## src/rtl/cstr_pkg.sv

```systemverilog
package cstr_pkg;

    // Request command codes
    typedef enum logic [2:0] {
        CMD_JOIN      = 3'd0,
        CMD_LIST      = 3'd1,
        CMD_BROADCAST = 3'd2,
        CMD_DIRECT    = 3'd3,
        CMD_LEAVE     = 3'd4,
        CMD_SHUTDOWN  = 3'd5
    } cmd_e_t;

    // Result kinds
    typedef enum logic [2:0] {
        KIND_GRANT   = 3'd0,
        KIND_LIST    = 3'd1,
        KIND_FORWARD = 3'd2,
        KIND_STOP    = 3'd3,
        KIND_FULL    = 3'd4
    } kind_e_t;

    localparam int ID_W    = 4;
    localparam int QUEUE_W = 31;
    localparam int BODY_W  = 32;
    localparam int CNT_W   = 5;

    // At most this many results per request
    localparam logic [CNT_W-1:0] RES_CAP  = 5'd16;
    localparam logic [CNT_W-1:0] RES_LAST = 5'd15;

    typedef struct packed {
        logic [2:0]         cmd;
        logic [ID_W-1:0]    sender_slot;
        logic [ID_W-1:0]    target_slot;
        logic [QUEUE_W-1:0] reply_queue;
        logic [BODY_W-1:0]  body_handle;
    } req_t;

    typedef struct packed {
        logic [2:0]         kind;
        logic [QUEUE_W-1:0] dest_queue;
        logic [ID_W-1:0]    slot_number;
        logic [BODY_W-1:0]  body_out;
        logic               last_of_run;
    } res_t;

    // Classified request as held in the command queue
    typedef struct packed {
        cmd_e_t             op;
        logic [ID_W-1:0]    sender_slot;
        logic [ID_W-1:0]    target_slot;
        logic [QUEUE_W-1:0] reply_queue;
        logic [BODY_W-1:0]  body_handle;
    } cmd_t;

    // Queue status seen by the engine
    typedef struct packed {
        logic valid;
        cmd_t head;
    } qhead_t;

endpackage

```

## src/rtl/cstr_front.sv

```systemverilog
module cstr_front #(
    parameter int SLOTS = 16
) (
    input  logic           s_valid,
    output logic           s_ready,
    input  cstr_pkg::req_t s_req,
    input  logic           q_full,
    output logic           q_push,
    output cstr_pkg::cmd_t q_cmd
);

    localparam logic [6:0] LIM = 7'(SLOTS);

    logic snd_ok;
    logic tgt_ok;
    logic keep;

    assign snd_ok = 7'(s_req.sender_slot) < LIM;
    assign tgt_ok = 7'(s_req.target_slot) < LIM;

    // Drop requests that can have no effect: unknown codes, bad ids
    always_comb begin
        case (s_req.cmd)
            cstr_pkg::CMD_JOIN:      keep = 1'b1;
            cstr_pkg::CMD_LIST:      keep = snd_ok;
            cstr_pkg::CMD_BROADCAST: keep = snd_ok;
            cstr_pkg::CMD_DIRECT:    keep = snd_ok && tgt_ok;
            cstr_pkg::CMD_LEAVE:     keep = snd_ok;
            cstr_pkg::CMD_SHUTDOWN:  keep = 1'b1;
            default:                 keep = 1'b0;
        endcase
    end

    assign s_ready = !q_full;
    assign q_push  = s_valid && !q_full && keep;

    assign q_cmd.op          = cstr_pkg::cmd_e_t'(s_req.cmd);
    assign q_cmd.sender_slot = s_req.sender_slot;
    assign q_cmd.target_slot = s_req.target_slot;
    assign q_cmd.reply_queue = s_req.reply_queue;
    assign q_cmd.body_handle = s_req.body_handle;

endmodule

```

## src/rtl/cstr_cmd_queue.sv

```systemverilog
module cstr_cmd_queue (
    input  logic             aclk,
    input  logic             aresetn,
    input  logic             push,
    input  cstr_pkg::cmd_t   push_cmd,
    output logic             full,
    input  logic             pop,
    output cstr_pkg::qhead_t head
);

    // Two-entry queue
    cstr_pkg::cmd_t ent_reg [2];
    logic           wr_ptr_reg, wr_ptr_next;
    logic           rd_ptr_reg, rd_ptr_next;
    logic [1:0]     count_reg, count_next;

    assign full       = count_reg == 2'd2;
    assign head.valid = count_reg != 2'd0;
    assign head.head  = ent_reg[rd_ptr_reg];

    always_comb begin
        wr_ptr_next = wr_ptr_reg;
        rd_ptr_next = rd_ptr_reg;
        count_next  = count_reg;
        if (push) begin
            wr_ptr_next = !wr_ptr_reg;
        end
        if (pop) begin
            rd_ptr_next = !rd_ptr_reg;
        end
        if (push && !pop) begin
            count_next = count_reg + 2'd1;
        end else if (pop && !push) begin
            count_next = count_reg - 2'd1;
        end
    end

    always_ff @(posedge aclk) begin
        if (!aresetn) begin
            wr_ptr_reg <= 1'b0;
            rd_ptr_reg <= 1'b0;
            count_reg  <= 2'd0;
        end else begin
            wr_ptr_reg <= wr_ptr_next;
            rd_ptr_reg <= rd_ptr_next;
            count_reg  <= count_next;
        end
    end

    always_ff @(posedge aclk) begin
        if (push) begin
            ent_reg[wr_ptr_reg] <= push_cmd;
        end
    end

endmodule

```

## src/rtl/cstr_engine.sv

```systemverilog
module cstr_engine #(
    parameter int SLOTS = 16
) (
    input  logic             aclk,
    input  logic             aresetn,
    input  cstr_pkg::qhead_t q_head,
    output logic             q_pop,
    output logic             m_valid,
    input  logic             m_ready,
    output cstr_pkg::res_t   m_res
);

    localparam int SW = $clog2(SLOTS);
    localparam int NW = $clog2(SLOTS + 1);

    typedef enum logic [5:0] {
        ST_IDLE   = 6'b000001,
        ST_LQ     = 6'b000010,
        ST_WALK   = 6'b000100,
        ST_DRAIN  = 6'b001000,
        ST_DOUT   = 6'b010000,
        ST_SEARCH = 6'b100000
    } state_t;

    state_t                          state_reg, state_next;
    logic [SLOTS-1:0]                conn_reg, conn_next;
    logic [NW-1:0]                   nfs_reg, nfs_next;
    cstr_pkg::cmd_t                  cur_reg, cur_next;
    logic [SW-1:0]                   idx_reg, idx_next;
    logic [SW-1:0]                   step_reg, step_next;
    logic [SLOTS-1:0]                rem_reg, rem_next;
    logic [cstr_pkg::CNT_W-1:0]      cnt_reg, cnt_next;
    logic [cstr_pkg::QUEUE_W-1:0]    listq_reg, listq_next;
    logic                            b_valid_reg, b_valid_next;
    logic [SW-1:0]                   b_slot_reg, b_slot_next;
    logic                            b_last_reg, b_last_next;
    logic                            out_valid_reg;
    cstr_pkg::res_t                  out_reg;

    // Reply queue store
    logic [cstr_pkg::QUEUE_W-1:0]    qmem [SLOTS];
    logic [cstr_pkg::QUEUE_W-1:0]    rdata_reg;
    logic                            rd_en;
    logic [SW-1:0]                   rd_addr;
    logic                            wr_en;

    logic                            out_free;
    logic                            out_load;
    cstr_pkg::res_t                  out_next;
    logic                            full;
    logic [SW-1:0]                   nfs_idx;
    logic [SW-1:0]                   q_snd;
    logic [SW-1:0]                   q_tgt;
    logic [SW-1:0]                   cur_snd;
    logic [SW-1:0]                   idx_wrap;
    logic [SLOTS-1:0]                idx_onehot;
    logic [SLOTS-1:0]                snd_onehot;
    logic [SLOTS-1:0]                rem_after;
    logic                            adv;

    assign out_free   = !out_valid_reg || m_ready;
    assign full       = nfs_reg == NW'(SLOTS);
    assign nfs_idx    = nfs_reg[SW-1:0];
    assign q_snd      = SW'(q_head.head.sender_slot);
    assign q_tgt      = SW'(q_head.head.target_slot);
    assign cur_snd    = SW'(cur_reg.sender_slot);
    assign idx_wrap   = (idx_reg == SW'(SLOTS - 1)) ? '0 : idx_reg + 1'b1;
    assign idx_onehot = {{(SLOTS-1){1'b0}}, 1'b1} << idx_reg;
    assign snd_onehot = {{(SLOTS-1){1'b0}}, 1'b1} << q_snd;
    assign rem_after  = rem_reg & ~idx_onehot;
    assign adv        = !b_valid_reg || out_free;

    always_comb begin
        state_next   = state_reg;
        conn_next    = conn_reg;
        nfs_next     = nfs_reg;
        cur_next     = cur_reg;
        idx_next     = idx_reg;
        step_next    = step_reg;
        rem_next     = rem_reg;
        cnt_next     = cnt_reg;
        listq_next   = listq_reg;
        b_valid_next = b_valid_reg;
        b_slot_next  = b_slot_reg;
        b_last_next  = b_last_reg;
        q_pop        = 1'b0;
        rd_en        = 1'b0;
        rd_addr      = idx_reg;
        wr_en        = 1'b0;
        out_load     = 1'b0;
        out_next     = '0;

        // Walk output stage drains into the result register
        if (b_valid_reg && out_free) begin
            out_load             = 1'b1;
            out_next.last_of_run = b_last_reg;
            b_valid_next         = 1'b0;
            case (cur_reg.op)
                cstr_pkg::CMD_LIST: begin
                    out_next.kind        = cstr_pkg::KIND_LIST;
                    out_next.dest_queue  = listq_reg;
                    out_next.slot_number = cstr_pkg::ID_W'(b_slot_reg);
                end
                cstr_pkg::CMD_BROADCAST: begin
                    out_next.kind        = cstr_pkg::KIND_FORWARD;
                    out_next.dest_queue  = rdata_reg;
                    out_next.slot_number = cur_reg.sender_slot;
                    out_next.body_out    = cur_reg.body_handle;
                end
                default: begin
                    out_next.kind        = cstr_pkg::KIND_STOP;
                    out_next.dest_queue  = rdata_reg;
                end
            endcase
        end

        unique case (state_reg)
            ST_IDLE: begin
                if (q_head.valid && out_free) begin
                    q_pop    = 1'b1;
                    cur_next = q_head.head;
                    idx_next = '0;
                    cnt_next = '0;
                    unique case (q_head.head.op)
                        cstr_pkg::CMD_JOIN: begin
                            out_load             = 1'b1;
                            out_next.dest_queue  = q_head.head.reply_queue;
                            out_next.last_of_run = 1'b1;
                            if (full) begin
                                out_next.kind = cstr_pkg::KIND_FULL;
                            end else begin
                                out_next.kind        = cstr_pkg::KIND_GRANT;
                                out_next.slot_number = cstr_pkg::ID_W'(nfs_idx);
                                conn_next[nfs_idx]   = 1'b1;
                                wr_en                = 1'b1;
                                idx_next             = nfs_idx;
                                step_next            = '0;
                                state_next           = ST_SEARCH;
                            end
                        end
                        cstr_pkg::CMD_LIST: begin
                            rd_en      = 1'b1;
                            rd_addr    = q_snd;
                            rem_next   = conn_reg;
                            state_next = ST_LQ;
                        end
                        cstr_pkg::CMD_BROADCAST: begin
                            rem_next   = conn_reg & ~snd_onehot;
                            state_next = ST_WALK;
                        end
                        cstr_pkg::CMD_DIRECT: begin
                            if (conn_reg[q_tgt]) begin
                                rd_en      = 1'b1;
                                rd_addr    = q_tgt;
                                state_next = ST_DOUT;
                            end
                        end
                        cstr_pkg::CMD_LEAVE: begin
                            conn_next[q_snd] = 1'b0;
                            if (full) begin
                                nfs_next = NW'(q_snd);
                            end
                        end
                        cstr_pkg::CMD_SHUTDOWN: begin
                            rem_next   = conn_reg;
                            state_next = ST_WALK;
                        end
                        default: ;
                    endcase
                end
            end
            ST_LQ: begin
                listq_next = conn_reg[cur_snd] ? rdata_reg : '0;
                state_next = ST_WALK;
            end
            ST_WALK: begin
                if (adv) begin
                    rem_next = rem_after;
                    if (rem_reg[idx_reg] && (cnt_reg < cstr_pkg::RES_CAP)) begin
                        rd_en        = 1'b1;
                        b_valid_next = 1'b1;
                        b_slot_next  = idx_reg;
                        b_last_next  = (rem_after == '0) || (cnt_reg == cstr_pkg::RES_LAST);
                        cnt_next     = cnt_reg + 1'b1;
                    end
                    if (idx_reg == SW'(SLOTS - 1)) begin
                        state_next = ST_DRAIN;
                        if (cur_reg.op == cstr_pkg::CMD_SHUTDOWN) begin
                            conn_next = '0;
                            nfs_next  = '0;
                        end
                    end else begin
                        idx_next = idx_reg + 1'b1;
                    end
                end
            end
            ST_DRAIN: begin
                if (!b_valid_reg) begin
                    state_next = ST_IDLE;
                end
            end
            ST_DOUT: begin
                if (out_free) begin
                    out_load             = 1'b1;
                    out_next.kind        = cstr_pkg::KIND_FORWARD;
                    out_next.dest_queue  = rdata_reg;
                    out_next.slot_number = cur_reg.sender_slot;
                    out_next.body_out    = cur_reg.body_handle;
                    out_next.last_of_run = 1'b1;
                    state_next           = ST_IDLE;
                end
            end
            ST_SEARCH: begin
                // Round-robin scan for the next unconnected slot
                idx_next = idx_wrap;
                if (!conn_reg[idx_wrap]) begin
                    nfs_next   = NW'(idx_wrap);
                    state_next = ST_IDLE;
                end else if (step_reg == SW'(SLOTS - 2)) begin
                    nfs_next   = NW'(SLOTS);
                    state_next = ST_IDLE;
                end else begin
                    step_next = step_reg + 1'b1;
                end
            end
            default: begin
                state_next = ST_IDLE;
            end
        endcase
    end

    always_ff @(posedge aclk) begin
        if (!aresetn) begin
            state_reg     <= ST_IDLE;
            conn_reg      <= '0;
            nfs_reg       <= '0;
            b_valid_reg   <= 1'b0;
            out_valid_reg <= 1'b0;
        end else begin
            state_reg   <= state_next;
            conn_reg    <= conn_next;
            nfs_reg     <= nfs_next;
            b_valid_reg <= b_valid_next;
            if (out_load) begin
                out_valid_reg <= 1'b1;
            end else if (m_ready) begin
                out_valid_reg <= 1'b0;
            end
        end
    end

    always_ff @(posedge aclk) begin
        cur_reg    <= cur_next;
        idx_reg    <= idx_next;
        step_reg   <= step_next;
        rem_reg    <= rem_next;
        cnt_reg    <= cnt_next;
        listq_reg  <= listq_next;
        b_slot_reg <= b_slot_next;
        b_last_reg <= b_last_next;
        if (out_load) begin
            out_reg <= out_next;
        end
    end

    always_ff @(posedge aclk) begin
        if (wr_en) begin
            qmem[nfs_idx] <= q_head.head.reply_queue;
        end
        if (rd_en) begin
            rdata_reg <= qmem[rd_addr];
        end
    end

    assign m_valid = out_valid_reg;
    assign m_res   = out_reg;

endmodule

```

## src/rtl/client_slot_table_router.sv

```systemverilog
// Client slot table router.
// Input channel s_valid/s_ready/s_req carries one request (join, list,
// broadcast, direct, leave, shutdown). Result channel m_valid/m_ready/m_res
// carries zero to 16 results per request, in order; last_of_run marks the
// final result of a request. A request with no result sends nothing.
// The front classifies each request, drops unknown codes and out-of-range
// slot ids, and parks the rest in a two-entry queue, so s_ready stays high
// until the queue is full. The engine walks the slot table one slot a cycle
// while the result path does not stall, through the connected bits and the
// single read port of the queue store, one request at a time:
//   join: sends its result, then on a grant searches for the next free slot
//   list: reads the sender's reply queue, then walks the connected slots
//   broadcast, shutdown: walk the connected slots
//   direct: reads the target's reply queue; leave: clears the sender's mark
// A result sits in an output register; while m_ready is low the engine
// freezes mid-walk and the queue fills, after which s_ready drops.
// Reset (aresetn low, synchronous) empties the queue, clears every
// connected mark and points the next free slot at slot 0.
module client_slot_table_router #(
    parameter int SLOTS = 16
) (
    input  logic           aclk,
    input  logic           aresetn,
    input  logic           s_valid,
    output logic           s_ready,
    input  cstr_pkg::req_t s_req,
    output logic           m_valid,
    input  logic           m_ready,
    output cstr_pkg::res_t m_res
);

    logic             q_full;
    logic             q_push;
    logic             q_pop;
    cstr_pkg::cmd_t   q_cmd;
    cstr_pkg::qhead_t q_head;

    // Request classification and filtering
    cstr_front #(
        .SLOTS (SLOTS)
    ) u_front (
        .s_valid (s_valid),
        .s_ready (s_ready),
        .s_req   (s_req),
        .q_full  (q_full),
        .q_push  (q_push),
        .q_cmd   (q_cmd)
    );

    // Decouples the front from the table walk
    cstr_cmd_queue u_queue (
        .aclk     (aclk),
        .aresetn  (aresetn),
        .push     (q_push),
        .push_cmd (q_cmd),
        .full     (q_full),
        .pop      (q_pop),
        .head     (q_head)
    );

    // Slot table, reply queue store and result generation
    cstr_engine #(
        .SLOTS (SLOTS)
    ) u_engine (
        .aclk    (aclk),
        .aresetn (aresetn),
        .q_head  (q_head),
        .q_pop   (q_pop),
        .m_valid (m_valid),
        .m_ready (m_ready),
        .m_res   (m_res)
    );

endmodule

```

## config.mk

```make
export PLATFORM = sky130hd
export DESIGN_NAME = client_slot_table_router
export DESIGN_NICKNAME = d
export VERILOG_FILES = /design/src/rtl/cstr_pkg.sv /design/src/rtl/cstr_front.sv /design/src/rtl/cstr_cmd_queue.sv /design/src/rtl/cstr_engine.sv /design/src/rtl/client_slot_table_router.sv
export SDC_FILE = /design/constraint.sdc
export NUM_CORES = 1
export LEC_CHECK = 0
export ABC_AREA = 1
export BUFFER_PORTS_ARGS = -buffer_cell sky130_fd_sc_hd__clkbuf_2
export CORE_AREA = 3 3 308 310
export CTS_BUF_LIST = sky130_fd_sc_hd__clkbuf_4 sky130_fd_sc_hd__clkbuf_8
export DETAILED_ROUTE_END_ITERATION = 16
export DIE_AREA = 0 0 311 313
export MAX_ROUTING_LAYER = met4
export PLACE_DENSITY = 0.54
export SLEW_MARGIN = 20
export SYNTH_ARGS = -nofsm -noshare
export SYNTH_HDL_FRONTEND = slang
export SYNTH_SLANG_ARGS = --single-unit
export TNS_END_PERCENT = 20
```

## constraint.sdc

```tcl
create_clock -name aclk -period 7.95 [get_ports aclk]
set_input_delay 0.795 -clock aclk [delete_from_list [all_inputs] [get_ports aclk]]
set_output_delay 0.795 -clock aclk [all_outputs]
set_load 0.005 [all_outputs]
```

# --- Word level (Yosys, flattened, before mapping) ---
# Memories as Yosys holds them, arrays and structs flattened. A register that Yosys moved wholly into a read port is not among the register bits.
# Index checks and enable logic that the tools add are counted.
word_totals:
  input_bits: 78
  regBits: 208
  mem_count: 2
  elab_cells: 242
  output_inout_bits: 73
  ramBits: 644
mem_list:
  columns: ["name", "depth", "width", "read_ports", "rd_clocked_by_memory_dff", "wr", "line_no", "rtl"]
  rows:
  - ["u_engine.qmem", 16, 31, 1, 1, 1, "cstr_engine.sv:41", "logic [cstr_pkg::QUEUE_W-1:0] qmem [SLOTS];"]
  - ["u_queue.ent_reg", 2, 74, 1, 1, 1, "cstr_cmd_queue.sv:12", "cstr_pkg::cmd_t ent_reg [2];"]
op_classes:
  n_mux: 110
  shifts: 2
  n_eq_ne: 44
  order_cmp: 9
  n_bitwise: 7
  addsub: 5
  n_reduce_logical: 40
op_table:
  columns: ["op", "n"]
  rows:
  - ["$mux W71", 2]
  - ["$pmux W16 S2", 4]
  - ["$mux W16", 7]
  - ["$mux W38", 2]
  - ["$pmux W38 S2", 1]
  - ["$pmux W33 S2", 1]
  - ["$mux W32", 2]
  - ["$mux W4", 15]
  - ["$mux W5", 11]
  - ["$mux W6", 9]
  - ["$and A16 B16 Y16", 3]
  - ["$not A16 Y16", 3]
  - ["$pmux W6 S6", 1]
  - ["$mux W1", 35]
  - ["$shl A1 B4 Y16 const A", 2]
  - ["$lt A4 B5 Y1 const B", 6]
  - ["$pmux W4 S2", 3]
  - ["$pmux W6 S4", 1]
  - ["$bmux W1 S4", 4]
  - ["$logic_not A16 Y1", 1]
  - ["$ne A2 B1 Y1 const B", 8]
  - ["$or A16 B16 Y16", 1]
  - ["$eq A3 B2 Y1 const B", 5]
  - ["$eq A3 B3 Y1 const B", 5]
  - ["43 further kinds", 85]

# --- Longest topological paths before layout ---
depth:
  word_depth: 9
  mapped_depth: 21
  ltp_nobuf: 18

# --- Modules after synthesis ---
# From an unflattened synthesis, not the netlist that was laid out.
hier_totals:
  cells_unflattened: 3439
  hier_area_um2: 38792.2
modules_own_cells:
  columns: ["mod", "seq_area_each_um2", "instances", "area_each_um2", "cells_each"]
  rows:
  - ["cstr_engine", 21660.8, 1, 32398.6, 3095]
  - ["cstr_cmd_queue", 4544.4, 1, 5814.3, 265]
  - ["cstr_front", 0.0, 1, 579.3, 79]

# --- Worst setup path before layout ---
# No wires, ideal clock.
synth_timing:
  path_type: "input-to-reg"
  startpoint: "in m_ready"
  endpoint: "reg u_engine.out_reg (netlist bit u_engine.m_res[0]), enable pin"
  slack_ns: 2.809
  t_required_ns: 7.429
  arrival_ns: 4.620
  setup_ns: 0.521
  cell_stages: 4
  path_buffers: 0
  path_cell_list: "nor2_1 -> nor2_1 -> inv_1 -> o211ai_1"
synth_between:
  elab_chain_len: 6
  elab_cells_between_ends: 8
  cone_classes: "mux: 5; reduce/logical: 3"
synth_lines:
  columns: ["item", "line_no", "rtl"]
  rows:
  - ["from (decl)", "client_slot_table_router.sv:28", "input logic m_ready,"]
  - ["$logic_or A1 B1 Y1 (*)", "cstr_engine.sv:61", "assign out_free = !out_valid_reg || m_ready;"]
  - ["$logic_and A1 B1 Y1", "cstr_engine.sv:94", "if (b_valid_reg && out_free) begin"]
  - ["$mux W1", "cstr_engine.sv:94", null]
  - ["$mux W1", "cstr_engine.sv:124", "unique case (q_head.head.op)"]
  - ["$mux W1", "cstr_engine.sv:119", "if (q_head.valid && out_free) begin"]
  - ["$pmux W1 S2 (*)", "cstr_engine.sv:117", "unique case (state_reg)"]
  - ["named net u_engine.out_load", "cstr_engine.sv:48", "logic out_load;"]
  - ["to (signal assigned)", "cstr_engine.sv:262", "out_reg <= out_next;"]
  - ["to (decl)", "cstr_engine.sv:38", "cstr_pkg::res_t out_reg;"]
# The timed path passes the listed nets; every way through them passes the cells marked *.
# A chain may end at the register's enable or synchronous reset.

# --- Worst setup path after layout ---
layout_timing:
  startpoint: "reg u_engine.state_reg[4]"
  endpoint: "reg u_engine.rdata_reg[10] in the netlist's numbering (read register of u_engine.qmem) (data pin)"
layout_between:
  elab_chain_len: 2
  elab_cells_between_ends: 4
  cone_classes: "eq/ne: 2; mux: 2"
layout_lines:
  columns: ["item", "line_no", "rtl"]
  rows:
  - ["from (decl)", "cstr_engine.sv:25", "state_t state_reg, state_next;"]
  - ["from (signal assigned)", "cstr_engine.sv:240", "state_reg <= state_next;"]
  - ["$eq A6 B3 Y1 / $eq A6 B1 Y1 (equally long branches)", "cstr_engine.sv:117", null]
  - ["$pmux W1 S2 / $mux W4 (equally long branches)", "cstr_engine.sv:117", null]
  - ["to (decl)", "cstr_engine.sv:42", "logic [cstr_pkg::QUEUE_W-1:0] rdata_reg;"]
# Several ways; a longest one is shown, not always the timed one.

==> Flow_metrics.wiki <==
{| class="wikitable"
! Metric !! Value
|-
| Final Routed Wirelength || 109 mm
|-
| Via count of the routed design || between 20000 and 30000
|-
| Asr flop ratio synth || 0
|-
| Syn_nets || around 3500
|-
| Type of the worst setup path || reg -> reg
|-
| Unrepaired setup endpoints after global routing || no
|-
| Max-slew headroom || 0.234
|-
| Worst setup margin || slightly above 3 ns
|-
| Via count of the first global-routing pass || ~25000
|-
| Number of flip-flops and latches in the synthesized netlist || just under 900
|-
| Maximum single-stage delay on the critical path || around 0.91 ns
|-
| Worst min-delay path category || in -> reg
|-
| Post-CTS Setup Inserts || 0
|-
| Total of buffers placed on input and output ports || 150
|-
| Sequential-to-total area share from yosys stat || 0.693
|-
| NetSw || roughly 6.2 mW
|-
| Number of buffers inserted by hold repair at cts || 0
|-
| Sequential share of power || 0.403
|-
| Met1 usage in global routing || 0.313
|-
| Cell accounting for the most synthesized area || edfxtp_1
|-
| Pre-Repair DR Iteration Count || 6
|-
| Static leakage || between 15 and 20 nW
|-
| Area inside the core boundary || roughly 92000 µm²
|-
| Area share of the leading cell type in the synthesized netlist || 0.675
|-
| GP Congestion || approximately 0.92
|-
| Sum of negative setup slack || 0 ns
|-
| CP startpoint kind || flop
|-
| Clock power share || 0.249
|-
| Number of gates given a new drive strength after cts || 0
|-
| R2r setup slk || between 3 and 4 ns
|-
| Sort of element at the end of the critical path || flop
|-
| Top post-synthesis cells by area || edfxtp_1 67%, nand2_1 8.9%, nand3_1 7.5%
|-
| Root cell of the clock tree || clkbuf_8
|-
| Number of setup violations in the final report || 0
|-
| Layout cells sized above 1 || 0.138
|-
| Vertical extent of the die || between 300 and 400 µm
|-
| Number of max-cap violations || 0
|-
| Post-route minimum period || around 5 ns
|-
| Number of sinks handled by clock tree synthesis || slightly below 900
|-
| Initial standard-cell utilization of the core || 0.411
|-
| Global routing usage summed across all routing layers || 0.228
|-
| Remaining antenna violation count after routing || 0
|-
| Clock-pin slew of the registers on the worst-case setup and hold paths || 0.06 ns
|-
| Data required time at the worst endpoint || about 8.5 ns
|-
| Routed WL per cell || between 20 and 25 µm
|-
| Placed cell count || 4700
|-
| Top-Level Pins || around 150
|-
| Number of failing hold endpoints at the final stage || 0
|-
| Area of the die || 97300 µm²
|-
| Cells traversed along the worst timing path || inv_1, nand2_1, inv_1, nand4_1, nor2_4, nand2_1, inv_2, nand2_1, nand2_8, buf_4, buf_4, nand3_1, nand3_1, nand3_1, nand3_1, nand2_1
|-
| Fraction of met2 tracks used by global routing || 0.335
|-
| Synth unique cells || 48
|-
| Filler cells || between 8000 and 9000
|-
| Cts bufs inserted || ~150
|-
| Average via count per standard cell || around 5.2
|-
| Run status || complete, no violations
|-
| Number of standard-cell rows in the floorplan || 111
|-
| Power per standard cell area || roughly 370 nW/µm²
|-
| Slowest stage cell on the critical path || buf_4
|-
| Worst-margin pin slew || roughly 1.1 ns
|-
| CTS tree || built
|-
| Final setup skew || ~0.058 ns
|-
| Global-route wire length before repair || around 160 mm
|-
| Summed instance area of the synthesized netlist || approximately 38000 µm²
|-
| Critical Path Source || u_engine.state_reg[4]
|-
| Skew-Pair Late Insertion Delay || between 0.8 and 0.9 ns
|-
| Cells after Synth || between 3000 and 4000
|-
| Pin count of the biggest net entering global routing || around 140
|-
| EDFF count, synth || 850
|-
| Internal power of the cells || about 9.5 mW
|-
| Critical Path AT || 5.41 ns
|-
| Growth of design area from synthesis to finish || 13.2%
|-
| Routing layer with the top usage in global route || met2
|-
| Post-route DRC || 0
|-
| Fin cells || ~5000
|-
| Main flop type after synthesis || edfxtp_1
|-
| Synthesized area per cell || about 11 µm²
|-
| Post-DP HPWL || around 62 mm
|-
| Final worst-path cycle share || 0.613
|-
| Maximum ir drop on the vdd rail || approximately 360 µV
|-
| Placement Cell Area || around 40000 µm²
|-
| Place WS || 3.03 ns
|-
| Proportion of power drawn by combinational gates || 0.348
|-
| CTS H-Tree Depth || 4
|-
| Overflow after GRT || 0
|-
| Worst-case clock buffer depth || 3
|-
| Met3 Usage GRT || 0.0514
|-
| Switching power as a share of total power || 0.397
|-
| Warning count from the yosys run || 0
|-
| Origin of the worst min-delay path || s_req[11]
|-
| Initial DRC count || approximately 3000
|-
| Die Wd || between 300 and 400 µm
|-
| Startpoint of the lowest-slack register-to-register path || u_engine.state_reg[4]
|-
| Max Clk Rate || between 200 and 250 MHz
|-
| Number of antenna violations at the first check in global routing || 5
|-
| Maximum net fanout on the critical path || 102
|-
| Max reg flops || 496
|-
| Final standard cell area without fillers || roughly 43000 µm²
|-
| Number of nets in the finished design || ~3700
|-
| Final slew viol count || 0
|}
-- kinds of logic after synthesis --
kind of cell    after synthesis  share of synthesized area
fa+ha+maj                    11                    0.00364
buf+inv                     542                     0.0596
compound gates              220                     0.0361
xor+xnor                      4                   0.000926
simple gates               1774                      0.207
flops                       884                      0.693
-- final cells by class --
cell class	instances	area, µm²	area share
Clock inverter	56	338	0.00789
Timing Repair Buffer	206	1250	0.0292
Multi-Input combinational cell	2009	9600	0.224
Inverter	358	1350	0.0316
Clock buffer	209	2510	0.0586
Sequential cell	884	26200	0.612
Antenna cell	3	7.51	0.000175
Tap cell	1243	1560	0.0363
-- through the flow --
step	hold WS, ns	power [mW]	util
after floorplan	0.441	10.0	-
after global placement	0.454	11.8	0.434
after detailed placement	0.467	11.9	0.435
after CTS	0.100	15.8	0.466
after global routing	0.124	16.7	0.466
final	0.184	15.7	0.466
-- synthesized netlist by cell type, drive strengths merged (5+ instances only) --
cell type  instances
a21oi             53
buf              131
clkbuf            53
dfxtp             34
edfxtp           850
ha                11
inv              356
nand2            911
nand3            568
nand3b            62
nand4             37
nor2             176
nor3              10
o2111ai           21
o211a             10
o211ai             7
o21ai             96
o221a              6
o221ai             5
o22ai             11
or2                6
-- per-layer routing --
metal,up-vias,share of wire,wire length [µm]
li1,12200,-,-
met1,12500,0.43,47100
met2,1115,0.44,48200
met3,195,0.094,10200
met4,0,0.029,3210
met5,-,0,0
-- critical path, delay by kind of cell, from the launching register on --
family / cells / cell delay [ns]
buffers and inverters: 5 / 1.88
flip-flops: 1 / 0.32
AND/OR/NAND/NOR: 11 / 2.26
-- worst paths after layout --
| check | to | cells past startpoint |
|---|---|---|
| max reg2reg | u_engine.rdata_reg[10] | 16 |
| min reg2reg | flop | 2 |
| min | u_queue.ent_reg[0][11] | 1 |
| max | u_engine.rdata_reg[10] | 16 |
-- layout by cell type, fill, tap and decap left out, types with 10 or more instances in the layout --
master     instances
nand2_1          897
edfxtp_1         850
nand3_1          566
inv_1            341
clkbuf_8         150
clkbuf_2         150
nor2_1           148
o21ai_0           88
nand3b_1          62
clkbuf_4          59
a21oi_1           51
buf_4             50
clkinv_1          39
nand4_1           37
dfxtp_1           33
nor2_4            22
o2111ai_1         21
inv_2             12
o22ai_1           11
ha_1              11
o211a_1           10
-- power groups by stage --
stage                     registers (mW)  logic, mW  clock network [mW]
after floorplan                     6.32       3.72                   0
after global placement              6.41       5.43                   0
after detailed placement            6.42       5.44                   0
after CTS                           6.32       5.46                4.00
after global routing                6.36       6.09                4.22
final                               6.33       5.47                3.90
Note: power is estimated with default switching activity, not from simulation.
